**src/rtl/assert_macros.svh**
```systemverilog
// Assertion macros used by the lexer RTL.
`ifndef ASSERT_MACROS_SVH
`define ASSERT_MACROS_SVH

// Check a property on every rising edge outside reset.
`define CSL_ASSERT(name, prop, msg) \
  name: assert property (@(posedge clk_i) disable iff (!rst_ni) (prop)) else $error(msg);

// Check that a condition leads to a consequence in the next cycle, outside reset.
`define CSL_IMPLY_NEXT(name, ante, cons, msg) \
  name: assert property (@(posedge clk_i) disable iff (!rst_ni) (ante) |=> (cons)) \
    else $error(msg);

`endif

```
**src/rtl/csl_pkg.sv**
```systemverilog
// Types and constants of the character stream lexer.
package csl_pkg;

  localparam logic [2:0] KIND_NONE   = 3'd0;
  localparam logic [2:0] KIND_STRING = 3'd1;
  localparam logic [2:0] KIND_NUMBER = 3'd2;
  localparam logic [2:0] KIND_OP     = 3'd3;
  localparam logic [2:0] KIND_END    = 3'd4;

  localparam logic [7:0] CH_POINT  = 8'h2E;
  localparam logic [7:0] CH_UNDER  = 8'h5F;
  localparam logic [7:0] CH_COLON  = 8'h3A;
  localparam logic [7:0] CH_NL     = 8'h0A;
  localparam logic [7:0] CH_BSLASH = 8'h5C;
  localparam logic [7:0] CH_SQUOTE = 8'h27;
  localparam logic [7:0] CH_DQUOTE = 8'h22;
  localparam logic [7:0] CH_MINUS  = 8'h2D;
  localparam logic [7:0] CH_PLUS   = 8'h2B;

  localparam logic [15:0] SAT16 = 16'hFFFF;

  typedef struct packed {
    logic [2:0]  kind;
    logic        ok;
    logic [15:0] line;
    logic [15:0] column;
    logic [31:0] offset;
    logic [15:0] length;
    logic        last;
  } token_t;

  function automatic logic [15:0] inc_sat(input logic [15:0] v);
    return (v == SAT16) ? v : v + 16'd1;
  endfunction

endpackage

```
**src/rtl/char_stream_lexer.sv**
```systemverilog
// Top level of the character stream lexer.
// One character (or an end-of-text mark) is taken per cycle while in_ready_o is
// high and is classified combinationally against the scan state. The tokens it
// completes, at most two per item, go into a three-entry result queue that
// drains one token per cycle while out_ready_i is high. The input is ready while
// the queue can hold two more tokens, so plain text runs at one item per cycle
// when the receiver keeps up. Line, column and length saturate at 65535; the
// offset wraps at 32 bits.
`include "assert_macros.svh"

module char_stream_lexer import csl_pkg::*; (
  input  logic        clk_i,
  input  logic        rst_ni,
  input  logic        in_valid_i,
  output logic        in_ready_o,
  input  logic [7:0]  char_code_i,
  input  logic        end_of_text_i,
  output logic        out_valid_o,
  input  logic        out_ready_i,
  output logic [2:0]  token_kind_o,
  output logic        ok_o,
  output logic [15:0] start_line_o,
  output logic [15:0] start_column_o,
  output logic [31:0] start_offset_o,
  output logic [15:0] token_length_o,
  output logic        last_o
);

  typedef enum logic [2:0] {
    MODE_IDLE   = 3'd0,
    MODE_IDENT  = 3'd1,
    MODE_NUMBER = 3'd2,
    MODE_STRING = 3'd3,
    MODE_ESCAPE = 3'd4
  } mode_e;

  mode_e       mode_q, mode_d;
  logic [7:0]  quote_q, quote_d;
  logic        saw_digit_q, saw_digit_d;
  logic        saw_point_q, saw_point_d;
  logic [15:0] cur_line_q, cur_line_d;
  logic [15:0] cur_col_q, cur_col_d;
  logic [31:0] cur_off_q, cur_off_d;
  logic [15:0] tok_line_q, tok_line_d;
  logic [15:0] tok_col_q, tok_col_d;
  logic [31:0] tok_off_q, tok_off_d;
  logic [15:0] tok_cnt_q, tok_cnt_d;

  token_t      slot_q [3];
  token_t      slot_d [3];
  logic [1:0]  cnt_q, cnt_d;

  logic        acc, pop;
  logic [1:0]  n_new;
  token_t      res0, res1;
  logic [2:0]  cnt_sum;

  // character classes
  logic [7:0] c;
  logic is_dec, is_alpha, is_space, is_numch, is_id_first, is_id_more, is_opdelim;
  logic is_quote;

  assign c           = char_code_i;
  assign is_dec      = (c inside {[8'h30:8'h39]});
  assign is_alpha    = (c inside {[8'h61:8'h7A], [8'h41:8'h5A]});
  assign is_space    = (c inside {8'h20, 8'h09, 8'h0B, 8'h0C, 8'h0D});
  assign is_numch    = is_dec || (c == CH_PLUS) || (c == CH_MINUS) || (c == CH_POINT);
  assign is_id_first = is_alpha || (c == CH_UNDER);
  assign is_id_more  = is_alpha || is_dec || (c == CH_UNDER) || (c == CH_COLON);
  assign is_quote    = (c == CH_DQUOTE) || (c == CH_SQUOTE);
  assign is_opdelim  = (c inside {8'h2B, 8'h2D, 8'h2A, 8'h2F, 8'h3D, 8'h3C, 8'h3E,
                                  8'h21, 8'h26, 8'h7C, 8'h5E, 8'h25, 8'h7E,
                                  8'h28, 8'h29, 8'h7B, 8'h7D, 8'h5B, 8'h5D, 8'h3B,
                                  8'h3A, 8'h2C, 8'h2E, 8'h23});

  // handling of a character with no token pending
  mode_e       fr_mode;
  logic        fr_start, fr_emit;
  logic [15:0] fr_col, fr_cnt;
  logic [31:0] fr_off;
  token_t      fr_tok;

  always_comb begin
    fr_mode  = MODE_IDLE;
    fr_start = 1'b0;
    fr_emit  = 1'b0;
    fr_col   = cur_col_q;
    fr_off   = cur_off_q;
    fr_cnt   = 16'd1;
    fr_tok   = '{kind: is_opdelim ? KIND_OP : KIND_NONE, ok: 1'b1, line: cur_line_q,
                 column: cur_col_q, offset: cur_off_q, length: 16'd1, last: 1'b0};
    if (is_space) begin
      fr_mode = MODE_IDLE;
    end else if (is_quote) begin
      fr_mode  = MODE_STRING;
      fr_start = 1'b1;
      fr_col   = inc_sat(cur_col_q);
      fr_off   = cur_off_q + 32'd1;
      fr_cnt   = 16'd0;
    end else if (is_numch) begin
      fr_mode  = MODE_NUMBER;
      fr_start = 1'b1;
    end else if (is_id_first) begin
      fr_mode  = MODE_IDENT;
      fr_start = 1'b1;
    end else begin
      fr_emit  = 1'b1;
    end
  end

  // scan step
  token_t pend;
  logic   pend_emit, use_fresh;

  always_comb begin
    mode_d      = mode_q;
    quote_d     = quote_q;
    saw_digit_d = saw_digit_q;
    saw_point_d = saw_point_q;
    cur_line_d  = cur_line_q;
    cur_col_d   = cur_col_q;
    cur_off_d   = cur_off_q;
    tok_line_d  = tok_line_q;
    tok_col_d   = tok_col_q;
    tok_off_d   = tok_off_q;
    tok_cnt_d   = tok_cnt_q;
    pend_emit   = 1'b0;
    use_fresh   = 1'b0;
    pend        = '{kind: KIND_STRING, ok: 1'b1, line: tok_line_q, column: tok_col_q,
                    offset: tok_off_q, length: tok_cnt_q, last: 1'b0};
    n_new       = 2'd0;
    res0        = pend;
    res1        = pend;

    if (end_of_text_i) begin
      case (mode_q)
        MODE_IDENT: begin
          pend_emit = 1'b1;
        end
        MODE_NUMBER: begin
          pend_emit = 1'b1;
          pend.kind = KIND_NUMBER;
          pend.ok   = saw_digit_q;
        end
        MODE_STRING, MODE_ESCAPE: begin
          pend_emit = 1'b1;
          pend.ok   = 1'b0;
        end
        default: begin
          pend_emit = 1'b0;
        end
      endcase
      mode_d      = MODE_IDLE;
      saw_digit_d = 1'b0;
      saw_point_d = 1'b0;
      res0 = pend;
      res1 = '{kind: KIND_END, ok: 1'b0, line: cur_line_q, column: cur_col_q,
               offset: cur_off_q, length: 16'd0, last: 1'b1};
      if (pend_emit) begin
        n_new = 2'd2;
      end else begin
        n_new = 2'd1;
        res0  = res1;
      end
    end else begin
      case (mode_q)
        MODE_IDENT: begin
          if (is_id_more) begin
            tok_cnt_d = inc_sat(tok_cnt_q);
          end else begin
            pend_emit = 1'b1;
            use_fresh = 1'b1;
          end
        end
        MODE_NUMBER: begin
          if (is_numch) begin
            if ((c == CH_POINT) && saw_point_q) begin
              pend_emit   = 1'b1;
              pend.kind   = KIND_NUMBER;
              pend.ok     = 1'b0;
              pend.length = inc_sat(tok_cnt_q);
              mode_d      = MODE_IDLE;
              saw_digit_d = 1'b0;
              saw_point_d = 1'b0;
            end else begin
              tok_cnt_d = inc_sat(tok_cnt_q);
              if (is_dec) saw_digit_d = 1'b1;
              if (c == CH_POINT) saw_point_d = 1'b1;
            end
          end else begin
            pend_emit = 1'b1;
            pend.kind = KIND_NUMBER;
            pend.ok   = saw_digit_q;
            use_fresh = 1'b1;
          end
        end
        MODE_STRING: begin
          if (c == quote_q) begin
            pend_emit = 1'b1;
            mode_d    = MODE_IDLE;
          end else begin
            tok_cnt_d = inc_sat(tok_cnt_q);
            if (c == CH_BSLASH) mode_d = MODE_ESCAPE;
          end
        end
        MODE_ESCAPE: begin
          tok_cnt_d = inc_sat(tok_cnt_q);
          mode_d    = MODE_STRING;
        end
        default: begin
          use_fresh = 1'b1;
        end
      endcase

      if (use_fresh) begin
        mode_d = fr_mode;
        if (fr_start) begin
          tok_line_d = cur_line_q;
          tok_col_d  = fr_col;
          tok_off_d  = fr_off;
          tok_cnt_d  = fr_cnt;
        end
        if (fr_mode == MODE_STRING) quote_d = c;
        if (fr_mode == MODE_NUMBER) begin
          saw_digit_d = is_dec;
          saw_point_d = (c == CH_POINT);
        end
      end

      if (pend_emit && use_fresh && fr_emit) begin
        n_new     = 2'd2;
        res0      = pend;
        res1      = fr_tok;
        res1.last = 1'b1;
      end else if (pend_emit) begin
        n_new     = 2'd1;
        res0      = pend;
        res0.last = 1'b1;
      end else if (use_fresh && fr_emit) begin
        n_new     = 2'd1;
        res0      = fr_tok;
        res0.last = 1'b1;
      end

      cur_off_d = cur_off_q + 32'd1;
      if (c == CH_NL) begin
        cur_line_d = inc_sat(cur_line_q);
        cur_col_d  = 16'd1;
      end else begin
        cur_col_d  = inc_sat(cur_col_q);
      end
    end
  end

  // result queue
  assign out_valid_o = (cnt_q != 2'd0);
  assign pop         = out_valid_o && out_ready_i;
  assign in_ready_o  = (cnt_q < 2'd2) || ((cnt_q == 2'd2) && out_ready_i);
  assign acc         = in_valid_i && in_ready_o;
  assign cnt_sum     = {1'b0, cnt_q} + {1'b0, (acc ? n_new : 2'd0)} - {2'b0, pop};

  always_comb begin
    logic [2:0] j, k;
    for (int i = 0; i < 3; i++) begin
      j = 3'(i) + {2'b0, pop};
      k = j - {1'b0, cnt_q};
      slot_d[i] = slot_q[i];
      if (j < {1'b0, cnt_q}) begin
        slot_d[i] = slot_q[j[1:0]];
      end else if (acc && (k == 3'd0) && (n_new != 2'd0)) begin
        slot_d[i] = res0;
      end else if (acc && (k == 3'd1) && (n_new == 2'd2)) begin
        slot_d[i] = res1;
      end
    end
    cnt_d = cnt_sum[1:0];
  end

  assign token_kind_o   = slot_q[0].kind;
  assign ok_o           = slot_q[0].ok;
  assign start_line_o   = slot_q[0].line;
  assign start_column_o = slot_q[0].column;
  assign start_offset_o = slot_q[0].offset;
  assign token_length_o = slot_q[0].length;
  assign last_o         = slot_q[0].last;

  always_ff @(posedge clk_i or negedge rst_ni) begin
    if (!rst_ni) begin
      mode_q      <= MODE_IDLE;
      quote_q     <= 8'd0;
      saw_digit_q <= 1'b0;
      saw_point_q <= 1'b0;
      cur_line_q  <= 16'd1;
      cur_col_q   <= 16'd1;
      cur_off_q   <= 32'd0;
      tok_line_q  <= 16'd0;
      tok_col_q   <= 16'd0;
      tok_off_q   <= 32'd0;
      tok_cnt_q   <= 16'd0;
      cnt_q       <= 2'd0;
    end else begin
      if (acc) begin
        mode_q      <= mode_d;
        quote_q     <= quote_d;
        saw_digit_q <= saw_digit_d;
        saw_point_q <= saw_point_d;
        cur_line_q  <= cur_line_d;
        cur_col_q   <= cur_col_d;
        cur_off_q   <= cur_off_d;
        tok_line_q  <= tok_line_d;
        tok_col_q   <= tok_col_d;
        tok_off_q   <= tok_off_d;
        tok_cnt_q   <= tok_cnt_d;
      end
      cnt_q <= cnt_d;
    end
  end

  always_ff @(posedge clk_i) begin
    for (int i = 0; i < 3; i++) begin
      slot_q[i] <= slot_d[i];
    end
  end

  `CSL_ASSERT(a_queue_room, !(acc && cnt_sum[2]), "result queue overflow")
  `CSL_IMPLY_NEXT(a_eot_idle, acc && end_of_text_i, mode_q == MODE_IDLE,
                  "scan not idle after end of text")
  `CSL_IMPLY_NEXT(a_pos_hold, !acc, $stable(cur_off_q), "offset moved without an item")

endmodule

```
**config.mk**
```make
export PLATFORM = sky130hd
export DESIGN_NAME = char_stream_lexer
export DESIGN_NICKNAME = d
export VERILOG_FILES = /design/src/rtl/csl_pkg.sv /design/src/rtl/char_stream_lexer.sv
export VERILOG_INCLUDE_DIRS = /design/src /design/src/rtl
export SDC_FILE = /design/constraint.sdc
export NUM_CORES = 1
export LEC_CHECK = 0
export BUFFER_PORTS_ARGS = -buffer_cell sky130_fd_sc_hd__buf_2
export CORE_AREA = 2 2 195 389
export CTS_CLUSTER_SIZE = 16
export DETAILED_ROUTE_END_ITERATION = 8
export DIE_AREA = 0 0 197 391
export GPL_TIMING_DRIVEN = 0
export REMOVE_ABC_BUFFERS = 1
export SYNTH_ARGS = -nofsm -noshare
export SYNTH_HDL_FRONTEND = slang
export SYNTH_SLANG_ARGS = --single-unit
export TNS_END_PERCENT = 1
```
**constraint.sdc**
```tcl
create_clock -name clk_i -period 7 [get_ports clk_i]
set_clock_uncertainty 0.05 [all_clocks]
set_input_delay 0 -clock clk_i [delete_from_list [all_inputs] [get_ports clk_i]]
set_output_delay 0 -clock clk_i [all_outputs]
set_load 0.02 [all_outputs]
```
Word-level counts from Yosys, hierarchy flattened --
Memory sizes are Yosys's and may differ from the RTL's. Cells that the tools add are included.
Word-level totals: register bits 159, latch bits 0, bits in writable memories 255, bits in read-only memories 0, bits of input ports 13, output and inout bits 87, word-level logic and storage cells 228, memories 1
Operators by class: add/subtract/negate cells 11, multipliers 0, divide/modulo/power cells 0, magnitude comparators 10, eq/ne operators 54, shifts and indexed selects 0, muxes and demuxes 91, bitwise gates (word level) 2, reductions and logical operators 47
Memories:
- slot_q | depth 3, width 85, read ports 4, clocked after memory_dff 0, write ports 3, line char_stream_lexer.sv:49 | token_t slot_q [3];
Operator list (count):
- 2-to-1 mux 85 bit | 14
- 2-to-1 mux 16 bit | 15
- 2-to-1 mux 84 bit | 2
- equality test 8 x 6 -> 1 bit (second input constant) | 20
- equality test 8 x 7 -> 1 bit (second input constant) | 9
- 2-to-1 mux 32 bit | 2
- one-hot mux 16 bit (4 select lines) | 1
- adder 16 x 1 -> 16 bit (second input constant) | 3
- equality test 16 bit (second input constant) | 3
- equality test 8 x 4 -> 1 bit (second input constant) | 5
- 2-to-1 mux 1 bit | 35
- adder 32 x 1 -> 32 bit (second input constant) | 1
- nonzero test 24 bit | 1
- logical AND 1 bit | 22
- 2-to-1 mux 3 bit | 7
- 2-to-1 mux 2 bit | 9
- >= comparator 8 x 7 -> 1 bit (second input constant) | 2
- <= comparator 8 x 7 -> 1 bit (second input constant) | 2
- equality test 3 x 1 -> 1 bit (second input constant) | 4
- equality test 3 x 2 -> 1 bit (second input constant) | 4
- AND reduction 4 bit | 3
- nonzero test 5 bit | 2
- logical NOT 3 bit | 3
- logical OR 1 bit | 9
- other kinds (29) | 37

Depth between registers and ports, before layout --
depth after elaboration 19, mapped depth 16, mapped depth without buffers 13

Least setup slack after synthesis --
No wires, ideal clock.
path kind flip-flop to flip-flop, start register cnt_q[1], end memory slot_q[0][0] (netlist bit), enable pin, setup time 568 ps, data arrival time 7147 ps, data required time 6382 ps, path slack -766 ps, cell stages (with the launch flop) 13, buffers on the path 4, clock period less this slack 7766 ps, cells stage by stage dfrtp_1 > clkbuf_1 > or2_2 > nand2_1 > buf_1 > ha_1 > nand2_1 > nor2_1 > o41ai_2 > nand2_1 > buf_2 > buf_1 > a2bb2oi_1
RTL lines:
- from (decl) | line char_stream_lexer.sv:51 | logic [1:0] cnt_q, cnt_d;
- from (signal assigned) | line char_stream_lexer.sv:315 | cnt_q <= cnt_d;
- to (decl) | line char_stream_lexer.sv:49

==> results.cfg <==
[outcome]
outcome = finished, final reports clean

[setup_path]
path_cells = or2_2, nand2_4, buf_16, inv_4, ha_1, xnor2_1, nor3_1, nand3_4, o211ai_1, buf_6, buf_4, buf_4, buf_4, buf_4
rr_endpoint = slot_q[1][30]$_DFFE_PP_
worst_r2r_startpoint = cnt_q[1]$_DFF_PN0_
data_required_critical_path_ps = 7260
worst_path_largest_cell_delay_ps = 630
cp_max_fo = 49
worstSetupPathType = register to register
arrival_ps = 6050
critical_path.most_common_cell = buf_4
worst-r2r-cell-count = 14
cp_slowest_cell = o211ai_1
start_kind = register
setup.worst_path.end_class = register
setup.reg_to_reg.worst_slack_ps = 1210

[place]
io_buffers = 99
placement.cell_area_sq_um = 25400
dp_hpwl_mm = 44.7
placed_cells_incl_taps = 3288
gp_congestion = 0.856

[timing]
layout_worst_path_cycle_share_pct = 82.7
setup_viol_count_final = 0
final_max_slew_viols = 0
rsz_0062_raised_after_global_routing = no
fin_hold_ws_ps = 39.3
maxClockFrequency_mhz = 173
max-slew-margin-rel_pct = 5.03
fin_crit_ps = 5790
tightest_pin_transition_ps = 1420
timing_hold_violations_final = 0

[yosys]
synth_enable_flop_cells = 255
synthDominantCellAreaShare_pct = 32.6
synthesis.area_per_instance_sq_um = 9.71
sequential_area_share_after_synthesis_pct = 49.5
ys_async_sr_fraction_pct = 38.4
most_instantiated_flip_flop_cell_in_the_synthesis_netlist = edfxtp_1
synth_largest_area_cell = edfxtp_1
netlist_area_sq_um = 23500
synthesis.yosys.warnings = 0
cells_after_synth = 2420
postSynthRegisterBits = 414
synthTopCellsByArea = edfxtp_1 (33%), dfrtp_1 (17%), nand2_1 (6.4%)
synth.distinct_cells = 84

[global_routing]
grt_pass1_wl_mm = 109
largest_net_degree_at_the_start_of_global_routing = 98
via_count_of_the_first_global_routing_pass = 18300
global_route.overflow_total = 0
globalRouteTotalUtil_pct = 17.8
initial_antenna_violation_count = 0

[floorplan]
design.core.area_sq_um = 74300
boundaryPins = 100
die_h_microns = 391
rows = 142
die_area_sq_um = 77000
floorplan.die.width_microns = 197
initial_utilization_pct = 31.6

[route]
drtIter0Drc = 1827
dr_total_vias = 19000
detail_route.wl_per_cell_microns = 20.5
vias_per_cell = 5.62
routed_wire_length_mm = 69.2
first_pass_iters = 6
drc_errors = 0
route.antenna.remaining_nets = 0

[cells_and_area]
antenna-diode-count = 0
stdcell_area_sq_um = 26900
nNetsFinal = 2430
layoutNonFillerInstCount = 3375
layout-drive-gt1-share_pct = 11.4
area.growth.synth_to_final_pct = 14.5

[clocking]
clock_tree_root_driver_cell = clkbuf_16
postcts_resize_cnt = 0
postCtsHoldBufs = 6
postCtsSetupBuffers = 0
numCtsBuffers = 44
cts_tree = yes
h_tree_level_count = 2
clock_tree.buffer_depth = 3
insertion_delay_ps = 600
numClockSinks = 414
worst_setup_hold_path_clk_slew_ps = 70

[power_and_ir_drop]
worst_ir_drop_vdd_mv = 0.258
leakage_nw = 10.5
pwr_cell_area_nw_per_um2 = 457

[hold_path]
hold_depth = 4
holdPathEnd = saw_point_q$_DFFE_PN0P_
timing.hold.worst.start = char_code_i[3]
hold_path_class = input pin to register

[flow_run]
max_cap_viol_count = 0
[final cells by class]
type,count,area [sq um]
fill,7371,47400
sequential,414,11600
multi-input combinational,1759,11000
timing repair buffer,160,1590
clock buffer,70,1270
tap,936,1170
clock inverter,11,141
inverter,25,96.3
[how the worst max path moves through the flow]
stage	start	endpoint	slack, ps	depth (start not counted)
2_1_floorplan	cnt_q[1]$_DFF_PN0_	slot_q[0][0]$_DFFE_PP_	-3080	7
3_3_place_gp	cnt_q[1]$_DFF_PN0_	slot_q[1][30]$_DFFE_PP_	-14320	7
3_5_place_dp	cnt_q[1]$_DFF_PN0_	slot_q[1][30]$_DFFE_PP_	1250	14
4_1_cts	cnt_q[1]$_DFF_PN0_	slot_q[1][30]$_DFFE_PP_	1240	14
5_1_grt	cnt_q[1]$_DFF_PN0_	slot_q[1][30]$_DFFE_PP_	950	14
6_report	cnt_q[1]$_DFF_PN0_	slot_q[1][30]$_DFFE_PP_	1210	14
[power breakdown]
group	leakage [nW]	total [mW]	internal, mW	switching (mW)
combinational	5.27	5.42	1.88	3.55
sequential	4.51	4.53	3.99	0.539
clock	0.680	2.35	1.32	1.02
[through the flow]
| stage | utilization [%] | power, mW | setup slack (ps) | TNS, ps |
|---|---|---|---|---|
| 2_1_floorplan | - | 7.80 | -3080 | -593120 |
| 3_3_place_gp | 32.6 | 9.68 | -14320 | -4180590 |
| 5_1_grt | 36.2 | 13.0 | 949 | 0 |
| 6_report | 36.2 | 12.3 | 1210 | 0 |
| 4_1_cts | 36.2 | 12.3 | 1240 | 0 |
| 3_5_place_dp | 34.2 | 9.93 | 1250 | 0 |
[Yosys cell counts (9+ instances only)]
| cell type | number |
|---|---|
| or3_1 | 14 |
| mux2_2 | 21 |
| a211oi_1 | 132 |
| buf_2 | 42 |
| nand3_1 | 60 |
| buf_1 | 20 |
| nor2_1 | 210 |
| clkbuf_1 | 153 |
| nand4_1 | 17 |
| or2_2 | 11 |
| nand2_1 | 400 |
| nor3b_1 | 63 |
| inv_1 | 24 |
| nor3_1 | 25 |
| xor2_1 | 41 |
| and3_1 | 16 |
| xnor2_1 | 64 |
| edfxtp_1 | 255 |
| dfrtp_1 | 157 |
| a21oi_1 | 180 |
| a31oi_1 | 26 |
| mux2i_1 | 145 |
| o221ai_1 | 76 |
| ha_1 | 13 |
| nor2b_1 | 12 |
| a21o_1 | 10 |
| o21ai_0 | 71 |
| o211ai_1 | 9 |
[cells by family (layout without fill, tap and decap cells)]
family / Yosys count / count (layout) / share of synthesized area (%)
and+or+nand+nor: 877 / 877 / 17.1
AOI/OAI and AO/OA: 598 / 598 / 17.3
DFF: 414 / 414 / 49.5
buffers and inverters: 247 / 266 / 4.32
muxes: 166 / 166 / 7.19
xor gates and xnor gates: 105 / 105 / 3.91
adders and majority gates: 13 / 13 / 0.692
[placed cells by master (no fill, tap or decap), types with 25 or more instances in the layout]
master | synthesis | final
a211oi_1 | 132 | 131
nor3b_1 | 63 | 63
mux2i_1 | 145 | 145
o221ai_1 | 76 | 76
xor2_1 | 41 | 41
o21ai_0 | 71 | 70
clkbuf_16 | 0 | 45
a31oi_1 | 26 | 26
xnor2_1 | 64 | 64
nor2_1 | 210 | 205
dfrtp_1 | 157 | 157
a21oi_1 | 180 | 179
buf_2 | 42 | 97
edfxtp_1 | 255 | 255
nand2_1 | 400 | 398
nor3_1 | 25 | 25
nand3_1 | 60 | 58
[sequential cells by signal, summed over array words and instances (netlist names), 2 cells and up]
signal and flops:
slot_q 255, cur_off_q 32, tok_off_q 32, cur_col_q 16, cur_line_q 16, tok_cnt_q 16, tok_col_q 16, tok_line_q 16
quote_q 8, mode_q 3, cnt_q 2
[metal layers]
metal / global-route usage (%) / share of wire (%) / up-vias / wire length, microns
met5: 0 / 0 / - / 0
met4: 4.13 / 1.5 / 0 / 1060
met3: 3.07 / 7.2 / 84 / 4990
met2: 27.7 / 45 / 733 / 31100
met1: 25.8 / 46 / 9308 / 32000
li1: - / - / 8844 / -
[worst max-delay path, delay by kind of cell (launching register included)]
kind | cells | cell delay [ps]
simple gates | 4 | 2020
buf+inv | 7 | 1690
compound gates | 1 | 630
flops | 1 | 480
fa+ha+maj | 1 | 390
xor+xnor | 1 | 160
(Power assumes the default switching activity.)
